--- config.mk ---
export PLATFORM = sky130hd
export DESIGN_NAME = keypad_matrix_port_unit
export DESIGN_NICKNAME = d
export VERILOG_FILES = /design/src/rtl/core/kmp_pkg.sv /design/src/rtl/core/kmp_ctrl.sv /design/src/rtl/core/kmp_datapath.sv /design/src/rtl/core/keypad_matrix_port_unit.sv
export SDC_FILE = /design/constraint.sdc
export NUM_CORES = 1
export LEC_CHECK = 0
export BUFFER_PORTS_ARGS = -buffer_cell sky130_fd_sc_hd__clkbuf_2
export CAP_MARGIN = 10
export CORE_ASPECT_RATIO = 1.75
export CORE_MARGIN = 1.5
export CORE_UTILIZATION = 55
export DETAILED_ROUTE_END_ITERATION = 16
export PLACE_DENSITY = 0.73
export SLEW_MARGIN = 25
export SYNTH_ARGS = -nofsm -noshare
export SYNTH_HDL_FRONTEND = slang
export SYNTH_SLANG_ARGS = --single-unit
--- constraint.sdc ---
create_clock -name aclk -period 6.3 [get_ports aclk]
set_clock_uncertainty 0.2 [all_clocks]
set_input_delay 1.26 -clock aclk [delete_from_list [all_inputs] [get_ports aclk]]
set_output_delay 1.26 -clock aclk [all_outputs]
set_load 0.005 [all_outputs]
--- src/rtl/core/kmp_pkg.sv ---
// ----------------------------------------------------------------------------
// kmp_pkg
// Shared types and constants of the keypad matrix port unit.
// ----------------------------------------------------------------------------
package kmp_pkg;

    // Item kinds
    localparam logic [2:0] KIND_RD_P0   = 3'd0;
    localparam logic [2:0] KIND_RD_P1   = 3'd1;
    localparam logic [2:0] KIND_WR_P0   = 3'd2;
    localparam logic [2:0] KIND_WR_P1   = 3'd3;
    localparam logic [2:0] KIND_WR_DIR1 = 3'd4;
    localparam logic [2:0] KIND_WR_DIR0 = 3'd5;
    localparam logic [2:0] KIND_SET_KEY = 3'd6;

    // Key codes
    localparam logic [1:0] KEY_PRESSED = 2'd1;

    // Hotkey and direction patterns
    localparam logic [7:0] PAT_FB = 8'hFB;
    localparam logic [7:0] PAT_FD = 8'hFD;
    localparam logic [7:0] PAT_FE = 8'hFE;
    localparam logic [7:0] PAT_F0 = 8'hF0;
    localparam logic [7:0] PAT_FC = 8'hFC;
    localparam logic [7:0] PAT_FF = 8'hFF;

    localparam int NUM_ROWS   = 8;
    localparam int ROW_BITS   = 3;
    localparam int IN_WIDTH   = 24;
    localparam int OUT_WIDTH  = 32;

    typedef struct packed {
        logic                capture;
        logic                exec;
        logic                scan_step;
        logic [ROW_BITS-1:0] row;
        logic                finish;
        logic                load_out;
    } kmp_cmd_t;

    typedef struct packed {
        logic need_scan;
    } kmp_status_t;

    typedef enum logic [4:0] {
        ST_IDLE = 5'b00001,
        ST_EXEC = 5'b00010,
        ST_SCAN = 5'b00100,
        ST_FIN  = 5'b01000,
        ST_DONE = 5'b10000
    } kmp_state_t;

endpackage

--- src/rtl/core/kmp_ctrl.sv ---
// ----------------------------------------------------------------------------
// kmp_ctrl
// Sequencer: accepts a word, runs the operation, steps the row scan, and
// hands the result to the output register.
// ----------------------------------------------------------------------------
module kmp_ctrl (
    input  logic                aclk,
    input  logic                aresetn,
    input  logic                s_tvalid,
    output logic                s_tready,
    output logic                m_tvalid,
    input  logic                m_tready,
    input  kmp_pkg::kmp_status_t status,
    output kmp_pkg::kmp_cmd_t   cmd
);

    kmp_pkg::kmp_state_t             state_reg, state_next;
    logic [kmp_pkg::ROW_BITS-1:0]    row_reg, row_next;
    logic                            out_valid_reg, out_valid_next;

    assign s_tready = (state_reg == kmp_pkg::ST_IDLE);
    assign m_tvalid = out_valid_reg;

    always_comb begin
        state_next     = state_reg;
        row_next       = row_reg;
        out_valid_next = out_valid_reg;
        cmd            = '0;
        cmd.row        = row_reg;
        if (out_valid_reg && m_tready) begin
            out_valid_next = 1'b0;
        end
        unique case (state_reg)
            kmp_pkg::ST_IDLE: begin
                if (s_tvalid) begin
                    cmd.capture = 1'b1;
                    state_next  = kmp_pkg::ST_EXEC;
                end
            end
            kmp_pkg::ST_EXEC: begin
                cmd.exec = 1'b1;
                row_next = '0;
                state_next = status.need_scan ? kmp_pkg::ST_SCAN : kmp_pkg::ST_DONE;
            end
            kmp_pkg::ST_SCAN: begin
                cmd.scan_step = 1'b1;
                row_next      = row_reg + 1'b1;
                if (row_reg == kmp_pkg::ROW_BITS'(kmp_pkg::NUM_ROWS - 1)) begin
                    state_next = kmp_pkg::ST_FIN;
                end
            end
            kmp_pkg::ST_FIN: begin
                cmd.finish = 1'b1;
                state_next = kmp_pkg::ST_DONE;
            end
            kmp_pkg::ST_DONE: begin
                // hold until the output slot is free
                if (!out_valid_reg || m_tready) begin
                    cmd.load_out   = 1'b1;
                    out_valid_next = 1'b1;
                    state_next     = kmp_pkg::ST_IDLE;
                end
            end
            default: begin
                state_next = kmp_pkg::ST_IDLE;
            end
        endcase
    end

    always_ff @(posedge aclk) begin
        if (!aresetn) begin
            state_reg     <= kmp_pkg::ST_IDLE;
            row_reg       <= '0;
            out_valid_reg <= 1'b0;
        end else begin
            state_reg     <= state_next;
            row_reg       <= row_next;
            out_valid_reg <= out_valid_next;
        end
    end

endmodule

--- src/rtl/core/kmp_datapath.sv ---
// ----------------------------------------------------------------------------
// kmp_datapath
// Key store, port and direction registers, line control, row scan
// accumulators and the output register.
// ----------------------------------------------------------------------------
module kmp_datapath (
    input  logic                              aclk,
    input  logic                              aresetn,
    input  logic [kmp_pkg::IN_WIDTH-1:0]      s_tdata,
    output logic [kmp_pkg::OUT_WIDTH-1:0]     m_tdata,
    input  kmp_pkg::kmp_cmd_t                 cmd,
    output kmp_pkg::kmp_status_t              status
);

    // bit x set when key x of the row is not exactly pressed; all ones reads as zero
    function automatic logic [7:0] row_pattern(input logic [15:0] keys);
        logic [7:0] p;
        p = '0;
        for (int x = 0; x < 8; x++) begin
            p[x] = (keys[2*x +: 2] != kmp_pkg::KEY_PRESSED);
        end
        return (p == kmp_pkg::PAT_FF) ? 8'h00 : p;
    endfunction

    logic [15:0] key_rows_reg [kmp_pkg::NUM_ROWS];

    logic [2:0]  kind_reg;
    logic [7:0]  value_reg;
    logic [2:0]  key_row_reg;
    logic [2:0]  key_col_reg;
    logic [1:0]  key_state_reg;

    logic [7:0]  p0_reg, p1_reg, dir0_reg, dir1_reg, lc_reg;
    logic [7:0]  to0_reg, to1_reg;
    logic [kmp_pkg::OUT_WIDTH-1:0] out_data_reg;

    logic [7:0]  r6, r7, b01x, b01, drv_mask, hit, to0_row;
    logic [15:0] scan_keys;
    logic        inv, inv_row, ysend, to1_bit;

    assign r6   = row_pattern(key_rows_reg[1]);
    assign r7   = row_pattern(key_rows_reg[0]);
    assign b01  = {6'b0, p0_reg[1:0]};
    assign b01x = {6'b0, ~p0_reg[1:0]};

    assign drv_mask = {{4{dir0_reg[7]}}, {2{dir0_reg[6]}}, dir0_reg[5], dir0_reg[4]};

    // one row of the scan
    assign scan_keys = key_rows_reg[cmd.row];
    assign inv       = (p1_reg == 8'h01) || (p1_reg == 8'h02);
    assign inv_row   = inv && (cmd.row[2:1] == 2'b00);
    assign ysend     = dir1_reg[cmd.row];

    always_comb begin
        for (int x = 0; x < 8; x++) begin
            if (inv_row) begin
                hit[x] = (scan_keys[2*x +: 2] != 2'd1);
            end else begin
                hit[x] = scan_keys[2*x];
            end
        end
    end

    assign to0_row = (ysend && p1_reg[cmd.row]) ? (hit & ~drv_mask) : 8'h00;
    assign to1_bit = !ysend && (|(hit & p0_reg & drv_mask));

    always_comb begin
        status.need_scan = 1'b0;
        unique case (kind_reg)
            kmp_pkg::KIND_RD_P0, kmp_pkg::KIND_RD_P1,
            kmp_pkg::KIND_WR_P0, kmp_pkg::KIND_WR_DIR1: begin
                status.need_scan = 1'b1;
            end
            kmp_pkg::KIND_WR_P1: begin
                if (value_reg == 8'h03) begin
                    status.need_scan = (dir1_reg == kmp_pkg::PAT_FC);
                end else begin
                    status.need_scan = (value_reg != 8'h00) && (value_reg != 8'h01) &&
                                       (value_reg != 8'h02) && (value_reg != kmp_pkg::PAT_FD) &&
                                       (value_reg != kmp_pkg::PAT_FE);
                end
            end
            default: begin
                status.need_scan = 1'b0;
            end
        endcase
    end

    // item capture
    always_ff @(posedge aclk) begin
        if (cmd.capture) begin
            kind_reg      <= s_tdata[2:0];
            value_reg     <= s_tdata[10:3];
            key_row_reg   <= s_tdata[13:11];
            key_col_reg   <= s_tdata[16:14];
            key_state_reg <= s_tdata[18:17];
        end
    end

    // architectural state
    always_ff @(posedge aclk) begin
        if (!aresetn) begin
            for (int r = 0; r < kmp_pkg::NUM_ROWS; r++) begin
                key_rows_reg[r] <= '0;
            end
            p0_reg   <= '0;
            p1_reg   <= '0;
            dir0_reg <= '0;
            dir1_reg <= '0;
            lc_reg   <= '0;
            to0_reg  <= '0;
            to1_reg  <= '0;
        end else if (cmd.exec) begin
            to0_reg <= '0;
            to1_reg <= '0;
            unique case (kind_reg)
                kmp_pkg::KIND_WR_P0: begin
                    p0_reg <= value_reg;
                    if (r6 == value_reg || value_reg == 8'h00 || r7 == kmp_pkg::PAT_FB) begin
                        lc_reg[0] <= 1'b0;
                    end else begin
                        lc_reg[0] <= 1'b1;
                    end
                end
                kmp_pkg::KIND_WR_P1: begin
                    p1_reg <= value_reg;
                    if (value_reg == 8'h00) begin
                        lc_reg <= (r7 == kmp_pkg::PAT_FD) ? (b01x & 8'hFE) : b01x;
                    end else if (value_reg == kmp_pkg::PAT_FD ||
                                 value_reg == kmp_pkg::PAT_FE) begin
                        lc_reg <= (r7 == value_reg) ? b01x : b01;
                    end else if (value_reg == 8'h03) begin
                        lc_reg <= (r7 == kmp_pkg::PAT_FB) ? b01x : b01;
                    end else if (value_reg == 8'h02) begin
                        p0_reg <= r6;
                    end else if (value_reg == 8'h01) begin
                        p0_reg <= r7;
                    end
                end
                kmp_pkg::KIND_WR_DIR1: begin
                    dir1_reg <= value_reg;
                end
                kmp_pkg::KIND_WR_DIR0: begin
                    dir0_reg <= value_reg;
                end
                kmp_pkg::KIND_SET_KEY: begin
                    key_rows_reg[key_row_reg][{key_col_reg, 1'b0} +: 2] <= key_state_reg;
                end
                default: begin
                    // reads and the unused kind change nothing here
                end
            endcase
        end else if (cmd.scan_step) begin
            to0_reg          <= to0_reg | to0_row;
            to1_reg[cmd.row] <= to1_bit;
        end else if (cmd.finish) begin
            p1_reg <= ((dir1_reg != kmp_pkg::PAT_FF) ? (p1_reg & dir1_reg) : p1_reg)
                      | to1_reg;
            p0_reg <= ((dir1_reg != kmp_pkg::PAT_F0) ? (p0_reg & drv_mask) : p0_reg)
                      | to0_reg;
        end
    end

    // output register
    always_ff @(posedge aclk) begin
        if (cmd.load_out) begin
            out_data_reg[7:0]   <= (kind_reg == kmp_pkg::KIND_RD_P0) ? p0_reg :
                                   (kind_reg == kmp_pkg::KIND_RD_P1) ? p1_reg : 8'h00;
            out_data_reg[15:8]  <= p0_reg;
            out_data_reg[23:16] <= p1_reg;
            out_data_reg[31:24] <= lc_reg;
        end
    end

    assign m_tdata = out_data_reg;

endmodule

--- src/rtl/core/keypad_matrix_port_unit.sv ---
// ----------------------------------------------------------------------------
// keypad_matrix_port_unit
// Emulated 8x8 keypad matrix behind two 8-bit I/O ports with hotkey rules.
// ----------------------------------------------------------------------------
// Usage:
//   The s_ channel takes one command word per access: a port read, a port
//   or direction write, or a key update. Each accepted word yields exactly
//   one result word on the m_ channel with the read byte (zero for
//   non-reads) and the port0, port1 and line-control bytes after the access.
//   Accesses without a rescan (key updates, port0 direction writes,
//   hotkey-only port1 writes) go from the execute state straight to the
//   result; all others rescan, and the rescan walks the key store one row
//   per cycle over all eight rows before the finish step.
//   The sequencer takes a word only in its idle state and works one word
//   at a time.
//   A finished result sits in the output register; the next word is taken
//   while it waits. If the receiver still stalls when the following result
//   is ready, the sequencer holds it until the output register frees.
//   Reset (aresetn low, synchronous) clears all keys to released, all port,
//   direction and line-control bytes to zero, and drops m_tvalid.
// ----------------------------------------------------------------------------
module keypad_matrix_port_unit (
    input  logic        aclk,
    input  logic        aresetn,
    input  logic        s_tvalid,
    output logic        s_tready,
    // [2:0] kind, [10:3] value, [13:11] key_row, [16:14] key_col,
    // [18:17] key_state, [23:19] zero
    input  logic [23:0] s_tdata,
    output logic        m_tvalid,
    input  logic        m_tready,
    // [7:0] read_data, [15:8] port0_value, [23:16] port1_value,
    // [31:24] line_ctrl_value
    output logic [31:0] m_tdata
);

    kmp_pkg::kmp_cmd_t    cmd;
    kmp_pkg::kmp_status_t status;

    // sequencer: handshakes and scan row counter
    kmp_ctrl u_ctrl (
        .aclk     (aclk),
        .aresetn  (aresetn),
        .s_tvalid (s_tvalid),
        .s_tready (s_tready),
        .m_tvalid (m_tvalid),
        .m_tready (m_tready),
        .status   (status),
        .cmd      (cmd)
    );

    // key store, port registers, scan accumulators, output register
    kmp_datapath u_datapath (
        .aclk     (aclk),
        .aresetn  (aresetn),
        .s_tdata  (s_tdata),
        .m_tdata  (m_tdata),
        .cmd      (cmd),
        .status   (status)
    );

endmodule

==> metrics.log <==
[metrics] Setup-failing EPs final: 0
[metrics] number of maximum-capacitance constraint violations: 0
[metrics] required time of the critical path: 6490 ps
[metrics] first-pass GRT wire length: 43.91 mm
[metrics] number of register bits inferred by synthesis: 231
[metrics] Final Critical Period: 3606 ps
[metrics] area of the placeable core: 20460 um^2
[metrics] fraction of final layout cells with drive strength greater than 1: 16.54%
[metrics] sequential fraction of design power: 49.4%
[metrics] Slew @ Worst Pin: 1036 ps
[metrics] average routed wire per standard cell: 21.78 um
[metrics] Setup Fix Bufs, Post-CTS: 0
[metrics] number of pins with negative max-slew slack in the final report: 0
[metrics] areal power density over the cells: 283.3 nW/um^2
[metrics] final hold viol count: 0
[metrics] Worst Setup Path Type: reg -> reg
[metrics] number of flip-flops under the largest register name: 128
[metrics] Cells on Worst Hold Path: 0
[metrics] class of the worst hold path: reg -> reg
[metrics] cell depth of the worst setup path: 7
[metrics] cells taking the most area after synthesis: edfxtp_1, dfxtp_1, mux4_2
[metrics] Combinational Power Share: 8.0%
[metrics] maximum fanout along the worst path: 32
[metrics] number of top-level design ports: 62
[metrics] total iterations of the first detailed-routing run: 11
[metrics] number of instances resized during post-cts repair: 0
[metrics] insertion delay to the later sink of the worst-skew pair: 520 ps
[metrics] Clk pwr share: 42.6%
[metrics] multi-input combinational cell area: 4686 um^2
[metrics] Via-to-Cell Ratio: 6.277
[metrics] count of buffers inserted at the top-level ports: 50
[metrics] signal arrival time at the worst endpoint: 3790 ps
[metrics] post-synthesis area per instance: 11.10 um^2
[metrics] number of placed instances with taps included: 1264
[metrics] depth of the worst register-to-register path: 7
[metrics] number of antenna violations at the first check in global routing: 0
[metrics] clock slew seen by the registers of the worst setup and hold paths: 70 ps
[metrics] crit-path max cell delay: 970 ps
[metrics] total power: 3.568 mW
[metrics] maximum vdd ir drop: 0.2717 mV
[metrics] proportion of netlist area held by the largest area contributor: 45.03%
[metrics] overall die height: 194.6 um
[metrics] via count of the first global-routing pass: 8292
[metrics] multiplexer area fraction after synthesis: 9.664%
[metrics] combinational family with the most area after synthesis: simple AND/OR/NAND/NOR gates
[metrics] highest-delay cell along the critical path: dfxtp_2
[metrics] cell-by-cell listing of the critical path: mux4_2 -> nor2b_1 -> a2111oi_0 -> a21oi_1 -> a32oi_1 -> and3_1 -> a31oi_1
[metrics] half-perimeter wire length after placement: 19.95 mm
[metrics] cell taking the most area after synthesis: edfxtp_1
[metrics] register area: 6359 um^2
[metrics] proportion of synthesized chip area in sequential cells: 55.10%
[metrics] Layout Cells excl Fill: 1306
[metrics] cell family with the largest share of critical-path delay: compound AO/OA/AOI/OAI gates
[metrics] Critical Path End Type: register
[metrics] Min-Delay Startpoint: u_datapath.lc_reg[1]$_SDFFE_PN0P_
[metrics] Final period util: 57.24%
[metrics] number of hold buffers added after CTS: 0
[metrics] CP startpoint kind: register
[metrics] CTS tree: done
[metrics] CTS H-tree depth: 1
[metrics] net switching fraction of the power: 23.85%
[metrics] arithmetic-cell share of the synthesized area counting full adders, half adders and majority gates: 0.4338%
[metrics] final RePlAce weighted congestion: 0.8963
[metrics] clock buffer depth: 3
[metrics] number of flops mapped to enable cells by yosys: 173
[metrics] number of warnings issued by yosys: 0
[metrics] violations in the final reports: DRC
[metrics] die width: 112.5 um
[metrics] total of fill cells in the finished design: 1638
[metrics] number of instances in the synthesized netlist: 1039
[metrics] Post-Synth XOR/XNOR Area: 0.7592%
[metrics] highest attainable clock frequency: 0.2773 GHz
[metrics] number of violations reported at the end of detailed-routing iteration 0: 601
[metrics] growth of design area from synthesis to finish: 9.176%
[metrics] Tot GR Track Use: 26.20%
[metrics] final sum of negative setup slack: 0 ps
[metrics] run status: complete, but fails checks
[metrics] clock tree sinks: 231
[metrics] internal power summed over all cells: 2.717 mW
[metrics] library cell used as clock root buffer: clkbuf_16
[metrics] unrepaired setup endpoints after global routing: no
[metrics] final net count: 1074
[metrics] DRC violations left: 5
[metrics] starting density of the core: 56.38%
[metrics] Antenna Violating Nets Remaining: 0
[metrics] r2r setup slk: 2690 ps
[metrics] Inserted Clock Buffers: 22
[metrics] pin count of the biggest net entering global routing: 108
[metrics] area of the mapped netlist: 11540 um^2
[metrics] Sw Pwr: 850.8 uW
[metrics] P_leak: 4.435 nW
[metrics] count of inserted antenna diode cells: 0
[metrics] area enclosed by the die boundary: 21890 um^2
[metrics] number of distinct standard cells referenced by the synthesized netlist: 82
[metrics] simple-gate area share of the yosys netlist: 18.47%
[metrics] Async SR Flop Fraction: 0%
[metrics] ys flop type: edfxtp_1
[metrics] Compound-Gate Fraction of Synth Area: 11.07%
[metrics] grt ovf: 0
[metrics] row cnt: 69
[metrics] vias: 8198
[metrics] buffers and inverters on the worst path: 0
[metrics] wirelength, routed: 28.45 mm
[metrics] max_slew headroom: 30.83%
==> cells in the mapped netlist (15+ instances only) <==
cell	n
nor3_1	21
nor2b_1	44
nand3_1	21
a21oi_1	41
edfxtp_1	173
mux4_2	36
clkbuf_1	50
nand2b_1	15
nand2_1	58
inv_1	17
mux2i_1	29
dfxtp_1	58
o21ai_0	85
nor2_1	170
==> per-layer routing <==
layer | GRT usage, % | vias to the layer above | wire length, um
li1 | - | 3796 | -
met5 | 0 | - | 0
met2 | 50.99 | 297 | 15920
met4 | 15.10 | 0 | 1687
met1 | 25.90 | 4001 | 9450
met3 | 3.555 | 104 | 1386
==> cells in the final DEF (no fill, tap or decap), types with 25 or more instances in the layout <==
master	synthesis	routed
nand2_1	58	58
clkbuf_16	0	25
nor2_1	170	170
mux4_2	36	36
edfxtp_1	173	173
clkbuf_2	0	50
dfxtp_1	58	56
nor2b_1	44	43
mux2i_1	29	29
o21ai_0	85	85
a21oi_1	41	41
==> power by group through the flow <==
stage | Combinational, mW | Sequential, mW | Clock [mW]
floorplan | 0.243 | 1.74 | 0
global placement | 0.271 | 1.79 | 0
detailed placement | 0.278 | 1.79 | 0
CTS | 0.280 | 1.76 | 1.52
global route | 0.312 | 1.77 | 1.58
finish | 0.286 | 1.76 | 1.52
==> kinds of logic after synthesis <==
logic type      after synthesis
xor+xnor                     10
buf+inv                     102
flops                       231
simple gates                421
mux                          66
fa+ha+maj                     4
compound gates              204
other cells                   1
==> area by class of cell <==
class / instances / area share, %
repair buffers: 59 / 2.613
well taps: 248 / 2.464
clock buffers: 31 / 5.464
clock inverters: 9 / 1.262
flip-flops and latches: 231 / 50.49
multi-input cells: 711 / 37.20
inverters: 17 / 0.5067
==> path summary, 6_finish.rpt <==
kind	end
setup / recovery	u_datapath.to1_reg[1]$_SDFFE_PP0P_
hold / removal	u_datapath.m_tdata[25]$_DFFE_PP_
setup reg to reg	u_datapath.to1_reg[1]$_SDFFE_PP0P_
hold reg to reg	u_datapath.m_tdata[25]$_DFFE_PP_
==> stage by stage <==
stage	worst slack, ps	hold slack [ps]	instance area [um^2]	utilization, %
3_5_place_dp	2514	241.6	11720	57.29
2_1_floorplan	2932	203.0	11550	-
6_report	2694	270.6	12590	61.55
5_1_grt	2448	265.2	12590	61.55
4_1_cts	2701	265.6	12570	61.43
3_3_place_gp	2534	231.9	11720	57.29
Note: power is estimated with default switching activity, not from simulation.
